File: config.mk
export PLATFORM = sky130hd
export DESIGN_NAME = atan2_degrees_poly
export DESIGN_NICKNAME = d
export VERILOG_FILES = /design/src/hdl/atd_pkg.sv /design/src/hdl/atd_front.sv /design/src/hdl/atd_div_stage.sv /design/src/hdl/atd_poly.sv /design/src/hdl/atan2_degrees_poly.sv
export SDC_FILE = /design/constraint.sdc
export NUM_CORES = 1
export LEC_CHECK = 0
export ABC_CLOCK_PERIOD_IN_PS = 6300
export BUFFER_PORTS_ARGS = -buffer_cell sky130_fd_sc_hd__buf_2
export CAP_MARGIN = 40
export CORE_ASPECT_RATIO = 1.2
export CORE_MARGIN = 8
export CORE_UTILIZATION = 25
export DETAILED_ROUTE_END_ITERATION = 16
export PLACE_DENSITY = 0.5
export SKIP_LAST_GASP = 1
export SYNTH_ARGS = -nofsm -noshare
export SYNTH_HDL_FRONTEND = slang
export SYNTH_HIERARCHICAL = 1
export SYNTH_SLANG_ARGS = --single-unit
File: constraint.sdc
create_clock -name clk -period 6.3 [get_ports clk]
set_input_delay 0.63 -clock clk [delete_from_list [all_inputs] [get_ports clk]]
set_output_delay 0.63 -clock clk [all_outputs]
set_load 0.01 [all_outputs]
File: src/hdl/atd_pkg.sv
// ----------------------------------------------------------------------------
// atd_pkg
// Shared types and fixed constants of the atan2 degree approximation.
// ----------------------------------------------------------------------------
package atd_pkg;

  localparam int COORD_W = 16;  // input coordinate width
  localparam int MAG_W   = 17;  // magnitudes up to 65536
  localparam int ANGLE_W = 9;   // result width, 0..360
  localparam int ANG_W   = 11;  // signed working width of the angle sum

  localparam int ANG_OFS_POS = 45;
  localparam int ANG_OFS_NEG = 135;
  localparam int COEF_LIN    = -56;
  localparam int COEF_CUB    = 11;
  localparam int ANG_HALF    = 180;
  localparam int ANG_FULL    = 360;

  // Sideband that travels with each item down the pipeline.
  typedef struct packed {
    logic y_zero;
    logic x_neg;
    logic y_neg;
    logic r_neg;
    logic r_full;  // |num| == den: ratio magnitude is exactly one (x zero or y zero)
  } atd_flags_t;

endpackage

File: src/hdl/atd_front.sv
// ----------------------------------------------------------------------------
// atd_front
// Input register stage: forms |num|, the divisor and the sign flags.
// ----------------------------------------------------------------------------
module atd_front
  import atd_pkg::*;
(
  input  logic                      clk,
  input  logic                      rst_n,
  input  logic                      s_valid,
  output logic                      s_ready,
  input  logic signed [COORD_W-1:0] s_y,
  input  logic signed [COORD_W-1:0] s_x,
  output logic                      m_valid,
  input  logic                      m_ready,
  output logic [MAG_W-1:0]          m_rem,
  output logic [MAG_W-1:0]          m_den,
  output atd_flags_t                m_flags
);

  logic              v_r;
  logic [MAG_W-1:0]  rem_r, rem_nxt;
  logic [MAG_W-1:0]  den_r, den_nxt;
  atd_flags_t        flags_r, flags_nxt;

  logic signed [MAG_W-1:0] y17, x17, ay;
  logic signed [MAG_W:0]   num, den_s, num_abs;

  assign s_ready = !v_r || m_ready;

  always_comb begin
    y17 = MAG_W'(s_y);
    x17 = MAG_W'(s_x);
    ay  = s_y[COORD_W-1] ? MAG_W'(-y17) : y17;
    if (!s_x[COORD_W-1]) begin
      num   = (MAG_W+1)'(x17) - (MAG_W+1)'(ay);
      den_s = (MAG_W+1)'(x17) + (MAG_W+1)'(ay);
    end else begin
      num   = (MAG_W+1)'(x17) + (MAG_W+1)'(ay);
      den_s = (MAG_W+1)'(ay) - (MAG_W+1)'(x17);
    end
    num_abs           = num[MAG_W] ? -num : num;
    flags_nxt.r_full  = (num_abs == den_s);
    // full-scale ratio is taken from the flag, not the divider, so its remainder starts at zero
    rem_nxt           = flags_nxt.r_full ? '0 : num_abs[MAG_W-1:0];
    den_nxt           = den_s[MAG_W-1:0];
    flags_nxt.y_zero  = (s_y == '0);
    flags_nxt.x_neg   = s_x[COORD_W-1];
    flags_nxt.y_neg   = s_y[COORD_W-1];
    flags_nxt.r_neg   = num[MAG_W];
  end

  always_ff @(posedge clk) begin
    if (!rst_n) begin
      v_r <= 1'b0;
    end else if (s_ready) begin
      v_r <= s_valid;
    end
  end

  always_ff @(posedge clk) begin
    if (s_valid && s_ready) begin
      rem_r   <= rem_nxt;
      den_r   <= den_nxt;
      flags_r <= flags_nxt;
    end
  end

  assign m_valid = v_r;
  assign m_rem   = rem_r;
  assign m_den   = den_r;
  assign m_flags = flags_r;

endmodule

File: src/hdl/atd_div_stage.sv
// ----------------------------------------------------------------------------
// atd_div_stage
// One restoring-division step: produces one quotient bit per stage.
// ----------------------------------------------------------------------------
module atd_div_stage
  import atd_pkg::*;
#(
  parameter int FRAC_BITS = 8
) (
  input  logic                 clk,
  input  logic                 rst_n,
  input  logic                 s_valid,
  output logic                 s_ready,
  input  logic [MAG_W-1:0]     s_rem,
  input  logic [MAG_W-1:0]     s_den,
  input  logic [FRAC_BITS-1:0] s_quo,
  input  atd_flags_t           s_flags,
  output logic                 m_valid,
  input  logic                 m_ready,
  output logic [MAG_W-1:0]     m_rem,
  output logic [MAG_W-1:0]     m_den,
  output logic [FRAC_BITS-1:0] m_quo,
  output atd_flags_t           m_flags
);

  logic                 v_r;
  logic [MAG_W-1:0]     rem_r, rem_nxt;
  logic [MAG_W-1:0]     den_r;
  logic [FRAC_BITS-1:0] quo_r, quo_nxt;
  atd_flags_t           flags_r;

  logic [MAG_W:0] rem_sh, diff;
  logic           ge;

  assign s_ready = !v_r || m_ready;

  // remainder stays below the divisor, so the shifted value fits MAG_W+1 bits
  always_comb begin
    rem_sh  = {s_rem, 1'b0};
    diff    = rem_sh - {1'b0, s_den};
    ge      = (rem_sh >= {1'b0, s_den});
    rem_nxt = ge ? diff[MAG_W-1:0] : rem_sh[MAG_W-1:0];
    quo_nxt = {s_quo[FRAC_BITS-2:0], ge};
  end

  always_ff @(posedge clk) begin
    if (!rst_n) begin
      v_r <= 1'b0;
    end else if (s_ready) begin
      v_r <= s_valid;
    end
  end

  always_ff @(posedge clk) begin
    if (s_valid && s_ready) begin
      rem_r   <= rem_nxt;
      den_r   <= s_den;
      quo_r   <= quo_nxt;
      flags_r <= s_flags;
    end
  end

  assign m_valid = v_r;
  assign m_rem   = rem_r;
  assign m_den   = den_r;
  assign m_quo   = quo_r;
  assign m_flags = flags_r;

endmodule

File: src/hdl/atd_poly.sv
// ----------------------------------------------------------------------------
// atd_poly
// Cubic polynomial in r, octant offset and mirroring; five register stages,
// the last one being the result register.
// ----------------------------------------------------------------------------
module atd_poly
  import atd_pkg::*;
#(
  parameter int FRAC_BITS = 8
) (
  input  logic                 clk,
  input  logic                 rst_n,
  input  logic                 s_valid,
  output logic                 s_ready,
  input  logic [FRAC_BITS-1:0] s_quo,
  input  atd_flags_t           s_flags,
  output logic                 m_valid,
  input  logic                 m_ready,
  output logic [ANGLE_W-1:0]   m_angle
);

  localparam int RW    = FRAC_BITS + 1;       // signed ratio
  localparam int PW    = 2 * FRAC_BITS + 2;   // signed products
  localparam int CW    = FRAC_BITS + 2;       // signed cube
  localparam int SUM_W = FRAC_BITS + 8;       // signed polynomial sum

  logic v1_r, v2_r, v3_r, v4_r, v5_r;
  logic ce1, ce2, ce3, ce4, ce5;

  logic signed [RW-1:0]    r1_r, r1_nxt, r2_r, r3_r;
  logic signed [PW-1:0]    sq2_r, cube3_r;
  logic signed [CW-1:0]    sqs;
  logic signed [CW-1:0]    r3v;
  logic signed [SUM_W-1:0] sum4_r, sum4_nxt;
  logic [ANGLE_W-1:0]      ang5_r, ang5_nxt;
  atd_flags_t              f1_r, f2_r, f3_r, f4_r;

  assign ce5     = !v5_r || m_ready;
  assign ce4     = !v4_r || ce5;
  assign ce3     = !v3_r || ce4;
  assign ce2     = !v2_r || ce3;
  assign ce1     = !v1_r || ce2;
  assign s_ready = ce1;

  always_ff @(posedge clk) begin
    if (!rst_n) begin
      v1_r <= 1'b0;
      v2_r <= 1'b0;
      v3_r <= 1'b0;
      v4_r <= 1'b0;
      v5_r <= 1'b0;
    end else begin
      if (ce1) begin
        v1_r <= s_valid;
      end
      if (ce2) begin
        v2_r <= v1_r;
      end
      if (ce3) begin
        v3_r <= v2_r;
      end
      if (ce4) begin
        v4_r <= v3_r;
      end
      if (ce5) begin
        v5_r <= v4_r;
      end
    end
  end

  // stage 1: signed ratio, truncated toward zero; exactly -1.0 on the y axis
  always_comb begin
    if (s_flags.r_full) begin
      r1_nxt = $signed({1'b1, {FRAC_BITS{1'b0}}});
    end else if (s_flags.r_neg) begin
      r1_nxt = -$signed({1'b0, s_quo});
    end else begin
      r1_nxt = $signed({1'b0, s_quo});
    end
  end

  // stage 3 input: r^2 >> F is non-negative and at most 2^F
  assign sqs = $signed({1'b0, sq2_r[2*FRAC_BITS:FRAC_BITS]});

  // stage 4 input: floor shift of the cube product
  assign r3v = $signed(cube3_r[PW-1:FRAC_BITS]);

  always_comb begin
    sum4_nxt = SUM_W'(COEF_LIN) * SUM_W'(r3_r) + SUM_W'(COEF_CUB) * SUM_W'(r3v);
  end

  always_comb begin
    logic signed [SUM_W-1:0] poly_w;
    logic signed [ANG_W-1:0] ang;
    poly_w = sum4_r >>> FRAC_BITS;
    ang    = (f4_r.x_neg ? ANG_W'(ANG_OFS_NEG) : ANG_W'(ANG_OFS_POS)) + ANG_W'(poly_w);
    if (f4_r.y_neg) begin
      ang = ANG_W'(ANG_FULL) - ang;
    end
    if (f4_r.y_zero) begin
      ang = f4_r.x_neg ? ANG_W'(ANG_HALF) : '0;
    end
    ang5_nxt = ang[ANGLE_W-1:0];
  end

  always_ff @(posedge clk) begin
    if (s_valid && ce1) begin
      r1_r <= r1_nxt;
      f1_r <= s_flags;
    end
    if (v1_r && ce2) begin
      sq2_r <= r1_r * r1_r;
      r2_r  <= r1_r;
      f2_r  <= f1_r;
    end
    if (v2_r && ce3) begin
      cube3_r <= PW'(sqs * r2_r);
      r3_r    <= r2_r;
      f3_r    <= f2_r;
    end
    if (v3_r && ce4) begin
      sum4_r <= sum4_nxt;
      f4_r   <= f3_r;
    end
    if (v4_r && ce5) begin
      ang5_r <= ang5_nxt;
    end
  end

  assign m_valid = v5_r;
  assign m_angle = ang5_r;

endmodule

File: src/hdl/atan2_degrees_poly.sv
// ----------------------------------------------------------------------------
// atan2_degrees_poly
// Whole-degree angle (0..360) of a signed (y, x) pair, cubic approximation.
// ----------------------------------------------------------------------------
// Usage:
//   Input channel in_valid/in_ready carries one item: in_y_coord, in_x_coord.
//   Result channel out_valid/out_ready returns out_angle_deg, one per item,
//   in the order the items were taken.
//   The path is FRAC_BITS + 6 registers: one front register, FRAC_BITS
//   restoring-division stages (one quotient bit each) and five polynomial
//   stages ending in the result register.
//   Throughput is one item per cycle while out_ready stays high; the divider stages set the depth.
//   Every stage has its own valid bit and a local ready, so bubbles close up
//   and the block keeps accepting items while a result waits on out_ready.
//   When out_ready stays low the pipeline fills and in_ready then drops;
//   nothing is lost or repeated.
//   Synchronous reset (rst_n low) empties the pipeline; no other state kept.
// ----------------------------------------------------------------------------
module atan2_degrees_poly
  import atd_pkg::*;
#(
  parameter int FRAC_BITS = 8
) (
  input  logic                      clk,
  input  logic                      rst_n,
  input  logic                      in_valid,
  output logic                      in_ready,
  input  logic signed [COORD_W-1:0] in_y_coord,
  input  logic signed [COORD_W-1:0] in_x_coord,
  output logic                      out_valid,
  input  logic                      out_ready,
  output logic [ANGLE_W-1:0]        out_angle_deg
);

  logic                 dv    [FRAC_BITS+1];
  logic                 dr    [FRAC_BITS+1];
  logic [MAG_W-1:0]     drem  [FRAC_BITS+1];
  logic [MAG_W-1:0]     dden  [FRAC_BITS+1];
  logic [FRAC_BITS-1:0] dquo  [FRAC_BITS+1];
  atd_flags_t           dflg  [FRAC_BITS+1];

  atd_front u_front (
    .clk     (clk),
    .rst_n   (rst_n),
    .s_valid (in_valid),
    .s_ready (in_ready),
    .s_y     (in_y_coord),
    .s_x     (in_x_coord),
    .m_valid (dv[0]),
    .m_ready (dr[0]),
    .m_rem   (drem[0]),
    .m_den   (dden[0]),
    .m_flags (dflg[0])
  );

  // quotient magnitude is below 2^FRAC_BITS since |num| < den; the
  // exceptions (x or y zero, ratio magnitude exactly one) are carried as a flag instead
  assign dquo[0] = '0;

  for (genvar i = 0; i < FRAC_BITS; i++) begin : g_div
    atd_div_stage #(
      .FRAC_BITS (FRAC_BITS)
    ) u_stage (
      .clk     (clk),
      .rst_n   (rst_n),
      .s_valid (dv[i]),
      .s_ready (dr[i]),
      .s_rem   (drem[i]),
      .s_den   (dden[i]),
      .s_quo   (dquo[i]),
      .s_flags (dflg[i]),
      .m_valid (dv[i+1]),
      .m_ready (dr[i+1]),
      .m_rem   (drem[i+1]),
      .m_den   (dden[i+1]),
      .m_quo   (dquo[i+1]),
      .m_flags (dflg[i+1])
    );
  end

  atd_poly #(
    .FRAC_BITS (FRAC_BITS)
  ) u_poly (
    .clk     (clk),
    .rst_n   (rst_n),
    .s_valid (dv[FRAC_BITS]),
    .s_ready (dr[FRAC_BITS]),
    .s_quo   (dquo[FRAC_BITS]),
    .s_flags (dflg[FRAC_BITS]),
    .m_valid (out_valid),
    .m_ready (out_ready),
    .m_angle (out_angle_deg)
  );

endmodule

Word-level counts from Yosys, hierarchy flattened
Cells that the tools add are included.
{ "op_classes": {"addsub": 16, "multipliers": 4, "magnitude_cmp": 8, "n_eq_ne": 1, "mux": 16, "n_reduce_logical": 43} }
{ "op_table": {"columns": ["cell", "count"], "rows": [
  ["greater-or-equal comparator 18 x 17 -> 1 bit", 8],
  ["two-way mux 17 bit", 8],
  ["subtractor 17 bit", 7],
  ["two-way mux 18 bit", 3],
  ["two-way mux 9 bit", 3],
  ["adder 16 x 17 -> 18 bit", 1],
  ["equality test 18 bit", 1],
  ["multiplier 10 x 9 -> 18 bit", 1],
  ["negation 18 bit", 1],
  ["subtractor 16 x 17 -> 18 bit", 1],
  ["subtractor 17 x 16 -> 18 bit", 1],
  ["multiplier 9 x 9 -> 17 bit", 1],
  ["negation 16 -> 17 bit", 1],
  ["adder 16 bit", 1],
  ["logical NOT 16 bit", 1],
  ["two-way mux 8 bit", 2],
  ["multiplier 5 x 10 -> 15 bit (first input constant)", 1],
  ["logical AND 1 bit", 14],
  ["logical NOT 1 bit", 14],
  ["logical OR 1 bit", 14],
  ["multiplier 4 x 9 -> 13 bit (first input constant)", 1],
  ["adder 9 x 8 -> 9 bit", 1],
  ["negation 8 -> 9 bit", 1],
  ["subtractor 9 bit (first input constant)", 1]
]} }
{ "totals": {"regBits": 466, "out_inout_bits": 11, "wordCells": 197} }

Depth between registers and ports, before layout
{ "logic_depth": {"word_depth": 16, "mapped_depth": 23, "ltp_nobuf": 21} }

Modules after synthesis
Netlist, hierarchy kept.
{ "by_module_without_submodules": {"columns": ["module", "n_inst", "cells_each", "area_per_inst_um2"], "rows": [
  ["atd_div_stage (g_div[0].u_stage ...)", 7, 200, 2590.0],
  ["atd_poly", 1, 909, 9484.1],
  ["atd_front", 1, 746, 6065.8],
  ["atd_div_stage (g_div[5].u_stage)", 1, 200, 2591.2],
  ["atan2_degrees_poly", 1, 1, 3.8]
]} }

Worst setup path before layout
Ideal clock, no wire load.
{ "synth_path": {"path_type": "input to register", "startpoint": "input in_y_coord[0]", "endpoint": "register u_front.rem_r[1], in the netlist u_front/m_rem[1] (data pin)", "arrival_time_ns": 5.510, "setup_slack_ns": 0.526, "stages": 22, "n_path_buf": 4, "path_cell_list": "inv_1 ha_1 nand2_1 or4_1 o31ai_1 xnor2_1 ha_1 buf_2 a21oi_1 o211ai_1 a221o_1 o31a_1 or3_1 clkbuf_1 buf_2 nor3_1 nand4_1 a2111oi_2 xor2_1 a211oi_1 buf_4 a21oi_2"} }
{ "synth_between": {"elab_chain_len": 7, "elab_cells_between_ends": 10} }
{ "synth_lines": {"columns": ["item", "line_no", "rtl"], "rows": [
  ["start, declared", "atan2_degrees_poly.sv:28", "input logic signed [COORD_W-1:0] in_y_coord,"],
  ["negation 16 -> 17 bit", "atd_front.sv:34", "ay = s_y[COORD_W-1] ? MAG_W'(-y17) : y17;"],
  ["two-way mux 17 bit (*)", "atd_front.sv:34", null],
  ["subtractor 16 x 17 -> 18 bit / adder 16 x 17 -> 18 bit (equally long branches)", "atd_front.sv:36, atd_front.sv:37, atd_front.sv:39", null],
  ["two-way mux 18 bit", "atd_front.sv:35", "if (!s_x[COORD_W-1]) begin"],
  ["negation 18 bit", "atd_front.sv:42", "num_abs = num[MAG_W] ? -num : num;"],
  ["two-way mux 18 bit", "atd_front.sv:42", null],
  ["equality test 18 bit", "atd_front.sv:43", "flags_nxt.r_full = (num_abs == den_s);"],
  ["end signal, assigned", "atd_front.sv:63", "rem_r <= rem_nxt;"],
  ["end, declared", "atd_front.sv:22", "logic [MAG_W-1:0] rem_r, rem_nxt;"]
]} }
Mark *: on every way between the ends. The rest lies on a longest branch, timed or not.
A chain may end at the register's enable or synchronous reset.

Worst setup path in the final report
{ "layout_path": {"startpoint": "register u_poly.r1_r[8]", "endpoint": "register u_poly.sq2_r[16] (data pin)"} }
{ "layout_between": {"elab_chain_len": 1} }
{ "layout_lines": {"columns": ["item", "line_no", "rtl"], "rows": [
  ["start, declared", "atd_poly.sv:30", "logic signed [RW-1:0] r1_r, r1_nxt, r2_r, r3_r;"],
  ["start signal, assigned", "atd_poly.sv:108", "r1_r <= r1_nxt;"],
  ["multiplier 9 x 9 -> 17 bit", "atd_poly.sv:112", "sq2_r <= r1_r * r1_r;"],
  ["end signal, assigned", "atd_poly.sv:112", null],
  ["end, declared", "atd_poly.sv:31", "logic signed [PW-1:0] sq2_r, cube3_r;"]
]} }
No other way between the ends.

==> metrics.csv <==
metric,value,unit
status,"finished, final reports clean",
p_leak,15.7,nW
fin_tns_setup,0,ps
row_count,148,
routed.top_layer,met5,
crit_type,reg -> reg,
initial_core_util,25.0,%
routed-wl-met3,2.10,mm
final_common_cell,edfxtp_1,
final_cell_mix,"428 x edfxtp_1, 427 x inv_1, 323 x ha_1",
cts_max_path_buffers,3,
ir_drop,0.184,mV
ys_warn_count,6,
cts_num_sinks,442,
hold_path.class,in -> reg,
portBuffers,46,
crit_family,adder cells,
die_area,147000,µm²
core_area,135000,µm²
rsz0062_at_grt,false,
cpPeakStageDelay,650,ps
cts_setup_buffers,0,
place_congestion,0.850,
drive_above_1_share,11.5,%
wl_met2,39.6,mm
root_buffer,clkbuf_16,
hold_viol_final,0,
overflow,0,
max_freq,180,MHz
netlist_area,33800,µm²
htreeDepth,2,
clk_latency,610,ps
multi_input_area,18800,µm²
io_pins,47,
n_fill_cell,14000,
clk_pin_slew,60,ps
setup_viol,0,
via_per_inst,4.43,
antenna_found_initial,3,
drtAntennaViolNets,0,
avgSynthCellArea,10.9,µm²
wl_per_cell,14.6,µm
slew_headroom,46.8,%
endpoint_kind,flop,
drc,0,
syn2layout_area_growth,13.0,%
die_y,419,µm
gr-usage-all-layers,9.89,%
skew,41.3,ps
path_max_fanout,17,
first_pass_iters,5,
crit_chain,nand2_1 -> inv_1 -> fa_1 -> inv_1 -> fa_1 -> inv_1 -> fa_1 -> inv_1 -> fa_1 -> inv_1 -> fa_1 -> ha_1 -> or3_1 -> o21ai_0 -> a21oi_1 -> or3_1 -> a31oi_1 -> xnor2_1,
vias,22400,
worst_slew_pin_slew,778,ps
die_x,352,µm
slew_violations,0,
critPathSlowestCell,edfxtp_1,
crit_arrival,5860,ps
grt_pass1_wl,120,mm
cts_resized,0,
grt_pass1_vias,23400,
hpwl,60.2,mm
tritoncts,built,
worst-path-buf-inv,5,
required,6610,ps
drt-initial-drc-count,1021,
nNetsFinal,3700,
p_total,8.34,mW
ff_latch_area,13100,µm²
fin_crit,5550,ps
synthCells,3108,
timing.final.crit_share,88.0,%
cap_violations,0,
grt_max_degree,41,
drt-met1-wl,30.2,mm
hold_buffers,0,
powerDensity,218,nW/µm²
critPathLaunchType,flop,
wl,73.6,mm
cts_made_buffers,48,
## per-layer routing
metal / vias up / track usage, %
met1: 10700 / 11.0
li1: 11200 / -
met3: 106 / 1.24
met5: - / 0
met2: 297 / 19.5
met4: 2 / 2.59
## worst paths after layout
check                                                      startpoint                                     to  slack, ps  depth (start not counted)
worst max register to register           u_poly/r1_r[8]$_SDFFCE_PP1P_             u_poly/sq2_r[16]$_DFFE_PP_        750                         18
worst min-delay path                                         in_valid           u_front/m_valid$_SDFFE_PN0N_        280                          3
worst min register to register  g_div[2].u_stage/m_flags[4]$_DFFE_PP_  g_div[3].u_stage/m_flags[4]$_DFFE_PP_        400                          0
worst max-delay path                     u_poly/r1_r[8]$_SDFFCE_PP1P_             u_poly/sq2_r[16]$_DFFE_PP_        750                         18
## state kept, by name, summed over array words and instances, names as in the netlist, 10 cells and up
register and count:
g_div.u_stage/m_den 119, g_div.u_stage/m_rem 119, g_div.u_stage/m_flags 40, g_div.u_stage/m_quo 36, u_front/m_den 17, u_front/m_rem 17
u_poly/cube3_r 10
## area by class of cell
| cell class | count | share of cell area (%) |
|---|---|---|
| clock buffer | 63 | 3.37 |
| tap | 1800 | 5.90 |
| clock inverter | 27 | 0.904 |
| timing repair buffer | 102 | 2.05 |
| inverter | 429 | 4.22 |
| multi-input combinational | 2185 | 49.2 |
| antenna | 1 | 0.00655 |
| sequential | 442 | 34.4 |
## through the flow
| step | util (%) | hold slack [ps] | cells | cell area, µm² | worst slack [ps] |
|---|---|---|---|---|---|
| final | 28.3 | 276 | 5049 | 38200 | 755 |
| after global routing | 28.3 | 245 | 5049 | 38200 | 430 |
| after global placement | 26.9 | 403 | 4947 | 36400 | 367 |
| after floorplan | - | 400 | 3110 | 33800 | 526 |
| after detailed placement | 27.1 | 405 | 4958 | 36600 | 358 |
| after CTS | 28.3 | 229 | 5048 | 38200 | 709 |
## tightest hold or removal path: cells and delay by family
kind	cells	cell delay (ps)
AOI/OAI and AO/OA	1	60
buffers and inverters	2	140
## power by group
part / switching, mW / total, mW / internal (mW)
Clock: 1.18 / 2.85 / 1.67
Combinational: 1.15 / 2.04 / 0.884
Sequential: 0.0669 / 3.45 / 3.39
Total: 2.40 / 8.34 / 5.94
No activity file was read; power rests on OpenSTA's default activity.
